`config.mk`:
```
export PLATFORM = sky130hd
export DESIGN_NAME = single_server_queue_wait_tracker
export DESIGN_NICKNAME = d
export VERILOG_FILES = /design/src/rtl/core/sswt_pkg.sv /design/src/rtl/core/sswt_ram.sv /design/src/rtl/core/sswt_ctrl.sv /design/src/rtl/core/sswt_datapath.sv /design/src/rtl/core/single_server_queue_wait_tracker.sv
export SDC_FILE = /design/constraint.sdc
export NUM_CORES = 1
export LEC_CHECK = 0
export BUFFER_PORTS_ARGS = -buffer_cell sky130_fd_sc_hd__buf_2
export CAP_MARGIN = 20
export CORE_ASPECT_RATIO = 1.5
export CORE_MARGIN = 4
export CORE_UTILIZATION = 55
export CTS_CLUSTER_DIAMETER = 30
export DETAILED_ROUTE_END_ITERATION = 12
export PLACE_DENSITY = 0.75
export SLEW_MARGIN = 20
export SYNTH_ARGS = -nofsm -noshare
export SYNTH_HDL_FRONTEND = slang
export SYNTH_SLANG_ARGS = --single-unit
```
`constraint.sdc`:
```
create_clock -name clock -period 5.95 [get_ports clock]
set_input_delay 0.2975 -clock clock [delete_from_list [all_inputs] [get_ports clock]]
set_output_delay 0.2975 -clock clock [all_outputs]
set_load 0.01 [all_outputs]
```
`src/rtl/core/sswt_pkg.sv`:
```
// Package: shared types and field widths for the single-server queue wait tracker.
`timescale 1ns / 1ps
`default_nettype none

package sswt_pkg;

   localparam int ID_W    = 16;
   localparam int TICK_W  = 16;
   localparam int SVC_W   = 4;
   localparam int SUM_W   = 32;
   localparam int COUNT_W = 8;

   // One input beat: a tick, maybe with an arrival
   typedef struct packed {
      logic             arrival;
      logic [SVC_W-1:0] arrival_service_time;
   } req_type;

   // One result beat per tick
   typedef struct packed {
      logic               started;
      logic [ID_W-1:0]    started_id;
      logic [TICK_W-1:0]  wait_ticks;
      logic [SUM_W-1:0]   wait_accum;
      logic               server_busy;
      logic [ID_W-1:0]    serving_id;
      logic               dropped;
      logic [COUNT_W-1:0] queue_count;
   } rsp_type;

   // Waiting customer as stored in the ring
   typedef struct packed {
      logic [ID_W-1:0]   id;
      logic [TICK_W-1:0] arrived;
      logic [SVC_W-1:0]  service;
   } queue_entry_type;

   localparam int ENTRY_W = $bits(queue_entry_type);

   // Controller to datapath commands
   typedef struct packed {
      logic accept;   // input beat taken: enqueue phase
      logic read;     // head entry read issued
      logic exec;     // serve phase, result register loads
   } cmd_type;

endpackage

`default_nettype wire

```
`src/rtl/core/sswt_ram.sv`:
```
// Generic single-write, single-read RAM with registered read data.
`timescale 1ns / 1ps
`default_nettype none

module sswt_ram #(
   parameter int WIDTH = 36,
   parameter int DEPTH = 8
) (
   input  wire logic                                   clock,
   input  wire logic                                   wr_en,
   input  wire logic [((DEPTH > 1) ? $clog2(DEPTH) : 1)-1:0] wr_addr,
   input  wire logic [WIDTH-1:0]                       wr_data,
   input  wire logic                                   rd_en,
   input  wire logic [((DEPTH > 1) ? $clog2(DEPTH) : 1)-1:0] rd_addr,
   output logic      [WIDTH-1:0]                       rd_data
);

   logic [WIDTH-1:0] mem_ff [DEPTH];
   logic [WIDTH-1:0] rd_data_ff;

   // Write port
   always_ff @(posedge clock) begin
      if (wr_en) begin
         mem_ff[wr_addr] <= wr_data;
      end
   end

   // Registered read port
   always_ff @(posedge clock) begin
      if (rd_en) begin
         rd_data_ff <= mem_ff[rd_addr];
      end
   end

   assign rd_data = rd_data_ff;

endmodule

`default_nettype wire

```
`src/rtl/core/sswt_ctrl.sv`:
```
// Controller: sequences each tick through accept, head read and serve phases.
`timescale 1ns / 1ps
`default_nettype none

module sswt_ctrl (
   input  wire logic             clock,
   input  wire logic             reset,
   input  wire logic             req_valid,
   output logic                  req_ready,
   output logic                  rsp_valid,
   input  wire logic             rsp_ready,
   output sswt_pkg::cmd_type     cmd
);

   import sswt_pkg::*;

   localparam logic [1:0] ST_IDLE = 2'd0;
   localparam logic [1:0] ST_READ = 2'd1;
   localparam logic [1:0] ST_EXEC = 2'd2;

   logic [1:0] state_ff;
   logic [1:0] state_in;
   logic       rsp_valid_ff;
   logic       rsp_valid_in;
   logic       out_free;

   // Result register can take a new beat when empty or draining now
   assign out_free = !rsp_valid_ff || rsp_ready;

   assign req_ready  = (state_ff == ST_IDLE);
   assign cmd.accept = (state_ff == ST_IDLE) && req_valid;
   assign cmd.read   = (state_ff == ST_READ);
   assign cmd.exec   = (state_ff == ST_EXEC) && out_free;

   // Next state
   always_comb begin
      state_in = state_ff;
      case (state_ff)
         ST_IDLE: begin
            if (req_valid) state_in = ST_READ;
         end
         ST_READ: begin
            state_in = ST_EXEC;
         end
         ST_EXEC: begin
            if (out_free) state_in = ST_IDLE;
         end
         default: begin
            state_in = ST_IDLE;
         end
      endcase
   end

   // Result valid flag
   always_comb begin
      if (cmd.exec) begin
         rsp_valid_in = 1'b1;
      end else if (rsp_ready) begin
         rsp_valid_in = 1'b0;
      end else begin
         rsp_valid_in = rsp_valid_ff;
      end
   end

   always_ff @(posedge clock) begin
      if (reset) begin
         state_ff     <= ST_IDLE;
         rsp_valid_ff <= 1'b0;
      end else begin
         state_ff     <= state_in;
         rsp_valid_ff <= rsp_valid_in;
      end
   end

   assign rsp_valid = rsp_valid_ff;

endmodule

`default_nettype wire

```
`src/rtl/core/sswt_datapath.sv`:
```
// Datapath: ring pointers, counters, server countdown, wait total and result register.
`timescale 1ns / 1ps
`default_nettype none

module sswt_datapath #(
   parameter int QUEUE_SLOTS = 8
) (
   input  wire logic              clock,
   input  wire logic              reset,
   input  wire sswt_pkg::cmd_type cmd,
   input  wire sswt_pkg::req_type req_data,
   output sswt_pkg::rsp_type      rsp_data
);

   import sswt_pkg::*;

   localparam int IW = (QUEUE_SLOTS > 1) ? $clog2(QUEUE_SLOTS) : 1;

   logic [IW-1:0]      head_ff, head_in;
   logic [IW-1:0]      tail_ff, tail_in;
   logic [TICK_W-1:0]  tick_ff, tick_in;
   logic [ID_W-1:0]    next_id_ff, next_id_in;
   logic [SVC_W-1:0]   remain_ff, remain_in;
   logic [ID_W-1:0]    cur_id_ff, cur_id_in;
   logic [SUM_W-1:0]   wait_sum_ff, wait_sum_in;
   logic               dropped_ff, dropped_in;
   rsp_type            rsp_ff;
   rsp_type            rsp_in;

   logic [IW-1:0]      tail_next;
   logic               full;
   logic               do_enq;
   queue_entry_type    wr_entry;
   queue_entry_type    rd_entry;
   logic [ENTRY_W-1:0] rd_raw;
   logic               start;
   logic               busy;
   logic [IW-1:0]      head_new;
   logic [TICK_W-1:0]  wait_w;
   logic [SUM_W:0]     sum_wide;
   logic [SUM_W-1:0]   sum_sat;
   logic [IW:0]        count_wide;
   logic [IW:0]        count_mod;

   function automatic logic [IW-1:0] ring_next(input logic [IW-1:0] idx);
      logic [IW-1:0] res;
      if (idx == IW'(QUEUE_SLOTS - 1)) begin
         res = '0;
      end else begin
         res = idx + IW'(1);
      end
      return res;
   endfunction

   // Enqueue phase: entry goes to tail+1 unless the ring is full
   assign tail_next = ring_next(tail_ff);
   assign full      = (tail_next == head_ff);
   assign do_enq    = cmd.accept && req_data.arrival && !full;

   assign wr_entry.id      = next_id_ff;
   assign wr_entry.arrived = tick_ff;
   assign wr_entry.service = req_data.arrival_service_time;

   sswt_ram #(
      .WIDTH (ENTRY_W),
      .DEPTH (QUEUE_SLOTS)
   ) u_queue_ram (
      .clock   (clock),
      .wr_en   (do_enq),
      .wr_addr (tail_next),
      .wr_data (wr_entry),
      .rd_en   (cmd.read),
      .rd_addr (ring_next(head_ff)),
      .rd_data (rd_raw)
   );

   assign rd_entry = queue_entry_type'(rd_raw);

   // Serve phase: count down, or start the head customer
   assign busy     = (remain_ff != '0);
   assign start    = !busy && (head_ff != tail_ff);
   assign head_new = start ? ring_next(head_ff) : head_ff;
   assign wait_w   = tick_ff - rd_entry.arrived;
   assign sum_wide = {1'b0, wait_sum_ff} + {{(SUM_W + 1 - TICK_W){1'b0}}, wait_w};
   assign sum_sat  = sum_wide[SUM_W] ? '1 : sum_wide[SUM_W-1:0];

   // Waiting count after the tick, modulo ring size
   assign count_wide = {1'b0, tail_ff} + (IW + 1)'(QUEUE_SLOTS) - {1'b0, head_new};
   assign count_mod  = (count_wide >= (IW + 1)'(QUEUE_SLOTS)) ?
                       count_wide - (IW + 1)'(QUEUE_SLOTS) : count_wide;

   // Next-state selection
   always_comb begin
      head_in     = head_ff;
      tail_in     = tail_ff;
      tick_in     = tick_ff;
      next_id_in  = next_id_ff;
      remain_in   = remain_ff;
      cur_id_in   = cur_id_ff;
      wait_sum_in = wait_sum_ff;
      dropped_in  = dropped_ff;
      rsp_in      = rsp_ff;

      if (cmd.accept) begin
         dropped_in = req_data.arrival && full;
         if (do_enq) begin
            tail_in    = tail_next;
            next_id_in = next_id_ff + ID_W'(1);
         end
      end

      if (cmd.exec) begin
         tick_in = tick_ff + TICK_W'(1);
         head_in = head_new;
         if (busy) begin
            remain_in = remain_ff - SVC_W'(1);
         end else if (start) begin
            remain_in   = rd_entry.service;
            cur_id_in   = rd_entry.id;
            wait_sum_in = sum_sat;
         end

         rsp_in.started     = start;
         rsp_in.started_id  = start ? rd_entry.id : '0;
         rsp_in.wait_ticks  = start ? wait_w : '0;
         rsp_in.wait_accum  = start ? sum_sat : wait_sum_ff;
         rsp_in.server_busy = busy;
         rsp_in.serving_id  = start ? rd_entry.id : cur_id_ff;
         rsp_in.dropped     = dropped_ff;
         rsp_in.queue_count = COUNT_W'(count_mod[IW-1:0]);
      end
   end

   // Control and state registers
   always_ff @(posedge clock) begin
      if (reset) begin
         head_ff     <= '0;
         tail_ff     <= '0;
         tick_ff     <= '0;
         next_id_ff  <= '0;
         remain_ff   <= '0;
         cur_id_ff   <= '0;
         wait_sum_ff <= '0;
         dropped_ff  <= 1'b0;
      end else begin
         head_ff     <= head_in;
         tail_ff     <= tail_in;
         tick_ff     <= tick_in;
         next_id_ff  <= next_id_in;
         remain_ff   <= remain_in;
         cur_id_ff   <= cur_id_in;
         wait_sum_ff <= wait_sum_in;
         dropped_ff  <= dropped_in;
      end
   end

   // Result payload register
   always_ff @(posedge clock) begin
      rsp_ff <= rsp_in;
   end

   assign rsp_data = rsp_ff;

endmodule

`default_nettype wire

```
`src/rtl/core/single_server_queue_wait_tracker.sv`:
```
// Top level: single-server queue wait tracker, controller plus datapath.
//
//   Channel   Direction  Handshake              Payload
//   req_      in         req_valid / req_ready  sswt_pkg::req_type (one tick)
//   rsp_      out        rsp_valid / rsp_ready  sswt_pkg::rsp_type (one per tick)
//
// A tick runs through three phases: accept and enqueue, head read from the queue RAM (registered
// read port), then serve and load the result register. req_ready is high only while idle.
// Synchronous active-high reset clears pointers, counters and the wait total; the queue
// RAM is not cleared, as only written entries are ever dequeued.
// A stalled rsp_ready holds the serve phase until the result register frees up.
`timescale 1ns / 1ps
`default_nettype none

module single_server_queue_wait_tracker #(
   parameter int QUEUE_SLOTS = 8
) (
   input  wire logic              clock,
   input  wire logic              reset,
   input  wire logic              req_valid,
   output logic                   req_ready,
   input  wire sswt_pkg::req_type req_data,
   output logic                   rsp_valid,
   input  wire logic              rsp_ready,
   output sswt_pkg::rsp_type      rsp_data
);

   import sswt_pkg::*;

   cmd_type cmd;

   sswt_ctrl u_ctrl (
      .clock     (clock),
      .reset     (reset),
      .req_valid (req_valid),
      .req_ready (req_ready),
      .rsp_valid (rsp_valid),
      .rsp_ready (rsp_ready),
      .cmd       (cmd)
   );

   sswt_datapath #(
      .QUEUE_SLOTS (QUEUE_SLOTS)
   ) u_datapath (
      .clock    (clock),
      .reset    (reset),
      .cmd      (cmd),
      .req_data (req_data),
      .rsp_data (rsp_data)
   );

   // One tick in flight: no second beat right after an accept
   assert property (@(posedge clock) disable iff (reset)
      (req_valid && req_ready) |=> !req_ready)
      else $error("second beat accepted while a tick is in flight");

   // A tick may count down or start a customer, never both
   assert property (@(posedge clock) disable iff (reset)
      rsp_valid |-> !(rsp_data.started && rsp_data.server_busy))
      else $error("start and countdown in the same tick");

   // Ring always leaves one slot free
   assert property (@(posedge clock) disable iff (reset)
      rsp_valid |-> (32'(rsp_data.queue_count) < 32'(QUEUE_SLOTS)))
      else $error("queue count beyond ring capacity");

   // No start means no start id and no wait
   assert property (@(posedge clock) disable iff (reset)
      (rsp_valid && !rsp_data.started) |->
         (rsp_data.started_id == '0 && rsp_data.wait_ticks == '0))
      else $error("start fields set without a start");

endmodule

`default_nettype wire
```
### Word level (Yosys, flattened, before mapping)

Memories as Yosys holds them, arrays and structs flattened. A register that Yosys moved wholly into a read port is not among the register bits.
Cells that the tools add are included.

* bits in registers: 180
* latch bits: 0
* ROM bits: 0
* logic and storage cells: 73
* memories kept: 1
* RAM bits: 288

Memories
* u_datapath.u_queue_ram.mem_ff: words 8, width 36, read ports 1, clocked after memory_dff 1, write ports 1, RTL line sswt_ram.sv:18 `logic [WIDTH-1:0] mem_ff [DEPTH];`

* reduce and logical (&&, ||, !) cells: 18
* $add $sub $neg: 10
* magnitude comparators: 1
* equality and inequality tests: 8
* div/mod/pow operators: 0
* shift operators: 0
* $mul: 0
* bitwise gates (word level): 1
* multiplexer cells: 16

Operator list (number)
* 32-bit 2-to-1 mux: 2
* 32-bit by 16-bit adder with 33-bit output: 1
* 16-bit by 1-bit adder with 16-bit output (second input constant): 2
* 16-bit 2-to-1 mux: 1
* 16-bit subtractor: 1
* 3-bit 2-to-1 mux: 4
* 4-bit 2-to-1 mux: 2
* 2-bit AND reduction: 4
* 3-bit by 1-bit adder with 3-bit output (second input constant): 2
* 3-bit equality test (second input constant): 2
* 1-bit logical AND: 6
* 2-bit one-hot mux with 3 select lines: 1
* 3-bit by 4-bit adder with 4-bit output (second input constant): 1
* 4-bit greater-or-equal comparator (second input constant): 1
* 1-bit 2-to-1 mux: 4
* 2-bit 2-to-1 mux: 2
* 2-bit nonzero test: 2
* 4-bit nonzero test: 1
* 4-bit by 1-bit subtractor with 4-bit output (second input constant): 1
* 4-bit by 3-bit subtractor with 4-bit output: 1
* 3-bit equality test: 1
* 1-bit logical NOT: 3
* 3-bit inequality test: 1
* 3-bit by 1-bit subtractor with 3-bit output (second input constant): 1
* 7 further kinds: 7

### Logic depth before layout (Yosys ltp)

* word-level depth: 7
* mapped depth: 20

### Modules after synthesis

Synthesis repeated with hierarchy kept, for this count alone.

* cells, all modules: 1395
* area, all modules: 21413.0 um^2

Modules (own cells, without submodules)
* sswt_ram: sequential area each 9729.3 um^2, times used 1, area an instance 12223.0 um^2, cells each 465
* sswt_datapath: sequential area each 4404.2 um^2, times used 1, area an instance 9043.7 um^2, cells each 916
* sswt_ctrl: sequential area each 60.1 um^2, times used 1, area an instance 146.4 um^2, cells each 14

### Worst setup path before layout

Ideal clock, no wire load.

* kind: reg-to-reg
* start point: register u_datapath.tail_ff[0]
* end point: memory u_datapath.u_queue_ram.mem_ff[0][0] (enable)
* data arrival time: 5.659 ns
* cell stages (with the launch flop): 8
* buffers on the path: 2
* setup slack: -0.242 ns
* library setup time: 0.533 ns
* cells stage by stage: dfxtp_1 -> ha_1 -> ha_1 -> xor2_1 -> o311a_1 -> clkbuf_1 -> clkbuf_1 -> nor4b_1

* cells in the longest elaborated chain, start to end: 7
* elaborated cells on any way between the ends: 8
* those cells by class: add/sub (1); eq/ne (2); mux (3); reduce/logical (2)

Ends and longest elaborated chain
* start, declared: RTL line sswt_datapath.sv:20 `logic [IW-1:0] tail_ff, tail_in;`
* start signal, assigned: RTL line sswt_datapath.sv:147 `tail_ff <= tail_in;`
* 3-bit by 1-bit adder with 3-bit output or 3-bit equality test (tied branches): RTL line sswt_datapath.sv:50, sswt_datapath.sv:47
* 3-bit 2-to-1 mux *: RTL line sswt_datapath.sv:47 `if (idx == IW'(QUEUE_SLOTS - 1)) begin`
* via u_datapath.tail_next[2]: RTL line sswt_datapath.sv:30 `logic [IW-1:0] tail_next;`
* 3-bit equality test: RTL line sswt_datapath.sv:57 `assign full = (tail_next == head_ff);`
* 1-bit logical NOT: RTL line sswt_datapath.sv:58 `assign do_enq = cmd.accept && req_data.arrival && !full;`
* 1-bit logical AND: RTL line sswt_datapath.sv:58
* 1-bit 2-to-1 mux: RTL line sswt_ram.sv:23 `if (wr_en) begin`
* 1-bit 2-to-1 mux (implied by the code): RTL line sswt_ram.sv:24 `mem_ff[wr_addr] <= wr_data;`
* end, declared: RTL line sswt_ram.sv:18

Mark *: on every way through the listed nets, which the timed path passes. The rest lies on a longest branch.

### Worst setup path in the final report

* start point: register u_datapath.tick_ff[0]
* end point: register u_datapath.rsp_ff, in the netlist u_datapath.rsp_data[57], data pin

* cells in the longest elaborated chain, start to end: 4

Ends and longest elaborated chain
* start, declared: RTL line sswt_datapath.sv:21 `logic [TICK_W-1:0] tick_ff, tick_in;`
* start signal, assigned: RTL line sswt_datapath.sv:148 `tick_ff <= tick_in;`
* 16-bit subtractor: RTL line sswt_datapath.sv:83 `assign wait_w = tick_ff - rd_entry.arrived;`
* via u_datapath.wait_w[10]: RTL line sswt_datapath.sv:39 `logic [TICK_W-1:0] wait_w;`
* 32-bit by 16-bit adder with 33-bit output: RTL line sswt_datapath.sv:84 `assign sum_wide = {1'b0, wait_sum_ff} + {{(SUM_W + 1 - TICK_W){1'b0}}, wait_w};`
* 32-bit 2-to-1 mux: RTL line sswt_datapath.sv:85 `assign sum_sat = sum_wide[SUM_W] ? '1 : sum_wide[SUM_W-1:0];`
* 32-bit 2-to-1 mux: RTL line sswt_datapath.sv:126 `rsp_in.wait_accum = start ? sum_sat : wait_sum_ff;`
* end signal, assigned: RTL line sswt_datapath.sv:159 `rsp_ff <= rsp_in;`
* end, declared: RTL line sswt_datapath.sv:27 `rsp_type rsp_ff;`

The timed path passes the listed nets, and every way through them passes these cells.
A chain may end at the register's enable or synchronous reset.

==> flow_summary.toml <==
[worst_setup_path]
worst_ep_arrival_time_ns = 5.16
reg2reg_slack_ns = 1.11
crit_fanout = 13
crit_path_end_kind = "register"
crit_required_ns = 6.27
start_kind = "register"
crit_type = "register to register"

[route]
first_iter_violations = 994
wl_met1_um = 17700
ant_nets = 0
drt_wl_total_um = 44000
post-route-drc-count = 0
firstDrtPassIters = 5
wl_met2_um = 23000
routed-wl-met3_um = 2310
via_per_inst = 5.92
dr.max_layer_used = "met4"
vias = 12400
wl_per_cell_um = 21.1

[global_route]
grt_overflow = 0
antenna_found_initial = 0
grt_use_total_pct = 21.2
grt_pass1_vias = 12700
grt_pass1_wl_um = 69600
grt_max_degree = 63

[die]
placementRows = 87
dieArea_sq_mm = 0.0416
start_util_pct = 55.9
ios = 102
dieHeight_um = 248
dieWidth_um = 168
core_area_sq_mm = 0.0378

[worst_hold_path]
holdCritPathClass = "input pin to register"

[synth]
synth_cell_types = 74
synth.most_common_cell = "edfxtp_1"
syn_avg_cell_area_sq_um = 14.8
netlist.top_cell.by_area = "edfxtp_1"
syn_inst = 1429
ys.flop_type = "edfxtp_1"
ys_ff_latch = 504
synth_area_leaders = "edfxtp_1 (58%), dfxtp_1 (8.9%), mux4_2 (7.7%), ha_1 (2.3%), mux2_2 (2.1%)"
yosysTopAreaCellShare_pct = 58.4
synth_area_sq_mm = 0.0211
synthTopCellsByCount = "edfxtp_1 (410), nand2_1 (113), nor2_1 (107)"
yosysSeqAreaShare_pct = 67.3
yosys_warnings = 0
async_flop_share_pct = 0
synth_edf_count = 410

[clocking]
path_clk_slew_ns = 0.06
numCtsBuffers = 58
cts_num_sinks = 504
cts-root-buf = "clkbuf_16"
clock_latency_ns = 0.59
ctsHtreeMaxLevel = 2
cts.repair.resized = 0
cts_tree = "done"
cts_max_path_buffers = 3
postCtsSetupBuffers = 0
ctsHoldBuffers = 5

[pwr]
finalPower_mw = 7.75
switchingPower_mw = 1.71
netSwitchingFraction_pct = 22.1
clkPwrFrac_pct = 45.8
pwr-share-comb_pct = 4.1
power.internal_mw = 6.04
leakagePower_nw = 8.80
peakVddDrop_v = 0.000224
powerDensity_mw_per_mm2 = 320
power_frac_seq_pct = 50.0

[timing]
max_freq_mhz = 207
setup_viol = 0
rsz0062_at_grt = "no"
tns_ns = 0
finalCritPeriodShare_pct = 81.3
fin_worst_skew_ns = 0.0226
timing.hold.ws_ns = 0.0362
final-max-slew-violation-count = 0
hold_viol = 0
relSlewSlack_pct = 35.2
tightest_slew_ns = 0.972
finalCriticalPeriod_ns = 4.84

[layout]
antenna_cells = 0
fill_cells = 2604
layout.nets = 1601
seq_area_sq_mm = 0.0142
drive_gt1_share_pct = 22.5
multiInputGateArea_sq_mm = 0.00656
area_growth_pct = 14.7

[place]
finalWeightedCongestion = 0.891
portBuffers = 96
hpwlAfterDp_um = 26500

[run]
maxCapViolCount = 0

[outcome]
outcome = "finished clean"
-- final timing paths --
check	cells after the start	from	end
max	17	u_datapath.tick_ff[0]	u_datapath.rsp_data[57]
min	3	req_data[4]	u_datapath.dropped_ff
max reg2reg	17	u_datapath.tick_ff[0]	u_datapath.rsp_data[57]
min reg2reg	0	u_datapath.dropped_ff	u_datapath.rsp_data[8]
-- critical path, cell delays in order (launching register included) --
cell,delay (ns)
dfxtp_1,0.59
inv_1,0.09
ha_1,0.23
fa_1,0.41
nor2b_1,0.13
o21ai_0,0.11
a21boi_0,0.34
o31ai_1,0.20
a31oi_1,0.22
xor2_1,0.21
ha_1,0.32
a21oi_1,0.30
o21ai_0,0.19
a32o_1,0.30
a311o_1,0.40
and2_0,0.26
a31oi_1,0.21
a31oi_1,0.06
-- layout make-up --
class                   instances  area share [%]
multi-input cells             820            27.1
repair buffers                123            2.94
inverters                      43           0.677
well taps                     489            2.53
flip-flops and latches        504            58.6
clock inverters                44            2.01
clock buffers                  65            6.11
-- registers in the layout (all words and copies together) (netlist names) --
signal	count
u_datapath.u_queue_ram.mem_ff	288
u_datapath.rsp_data	86
u_datapath.u_queue_ram.rd_data	36
u_datapath.wait_sum_ff	32
u_datapath.cur_id_ff	16
u_datapath.next_id_ff	16
u_datapath.tick_ff	16
u_datapath.remain_ff	4
u_datapath.head_ff	3
u_datapath.tail_ff	3
u_ctrl.state_ff	2
u_ctrl.rsp_valid	1
u_datapath.dropped_ff	1
-- layer usage --
layer,up-vias,track usage [%]
met5,-,0
met4,0,6.26
met3,80,2.85
met2,368,37.9
met1,6235,27.2
li1,5682,-
-- cell families (layout without fill, tap and decap cells) --
kind of cell	Yosys count	count (layout)	synth area share, %
AO/OA/AOI/OAI	229	229	6.95
XOR/XNOR	60	60	2.49
adder cells (fa/ha/maj)	42	42	2.60
buffers and inverters	109	275	2.20
flip-flops	504	504	67.3
multiplexers	115	115	9.96
other	1	5	0.0178
AND/OR/NAND/NOR	369	369	8.50
-- cell usage in the layout (no fill, tap or decap), types with 12 or more instances in the layout --
master     instances
edfxtp_1         410
nand2_1          113
nor2_1           103
buf_2             95
dfxtp_1           94
mux4_2            72
a21oi_1           71
clkbuf_16         58
o21ai_0           47
inv_1             41
mux2_2            40
ha_1              38
and2_1            32
xor2_1            31
xnor2_1           29
a211oi_1          26
a21o_1            24
buf_4             22
nor3_1            19
nand4_1           15
nand3_1           14
inv_6             13
and3_1            12
-- through the flow --
step,instances,util [%],setup slack (ns),area [sq um]
floorplan,1433,-,0.00738,21100
global placement,1974,58.7,1.39,22200
detailed placement,1974,58.7,1.24,22200
CTS,2088,64.1,1.21,24200
global route,2088,64.1,0.779,24200
finish,2088,64.1,1.11,24200
-- power by group through the flow --
stage	Clock [mW]	Combinational (mW)	Sequential, mW
final	3.55	0.321	3.88
after global routing	3.76	0.353	3.88
after CTS	3.60	0.323	3.88
after detailed placement	0	0.317	3.95
after global placement	0	0.313	3.95
after floorplan	0	0.213	3.95
Power figures use the tool's default switching activity.
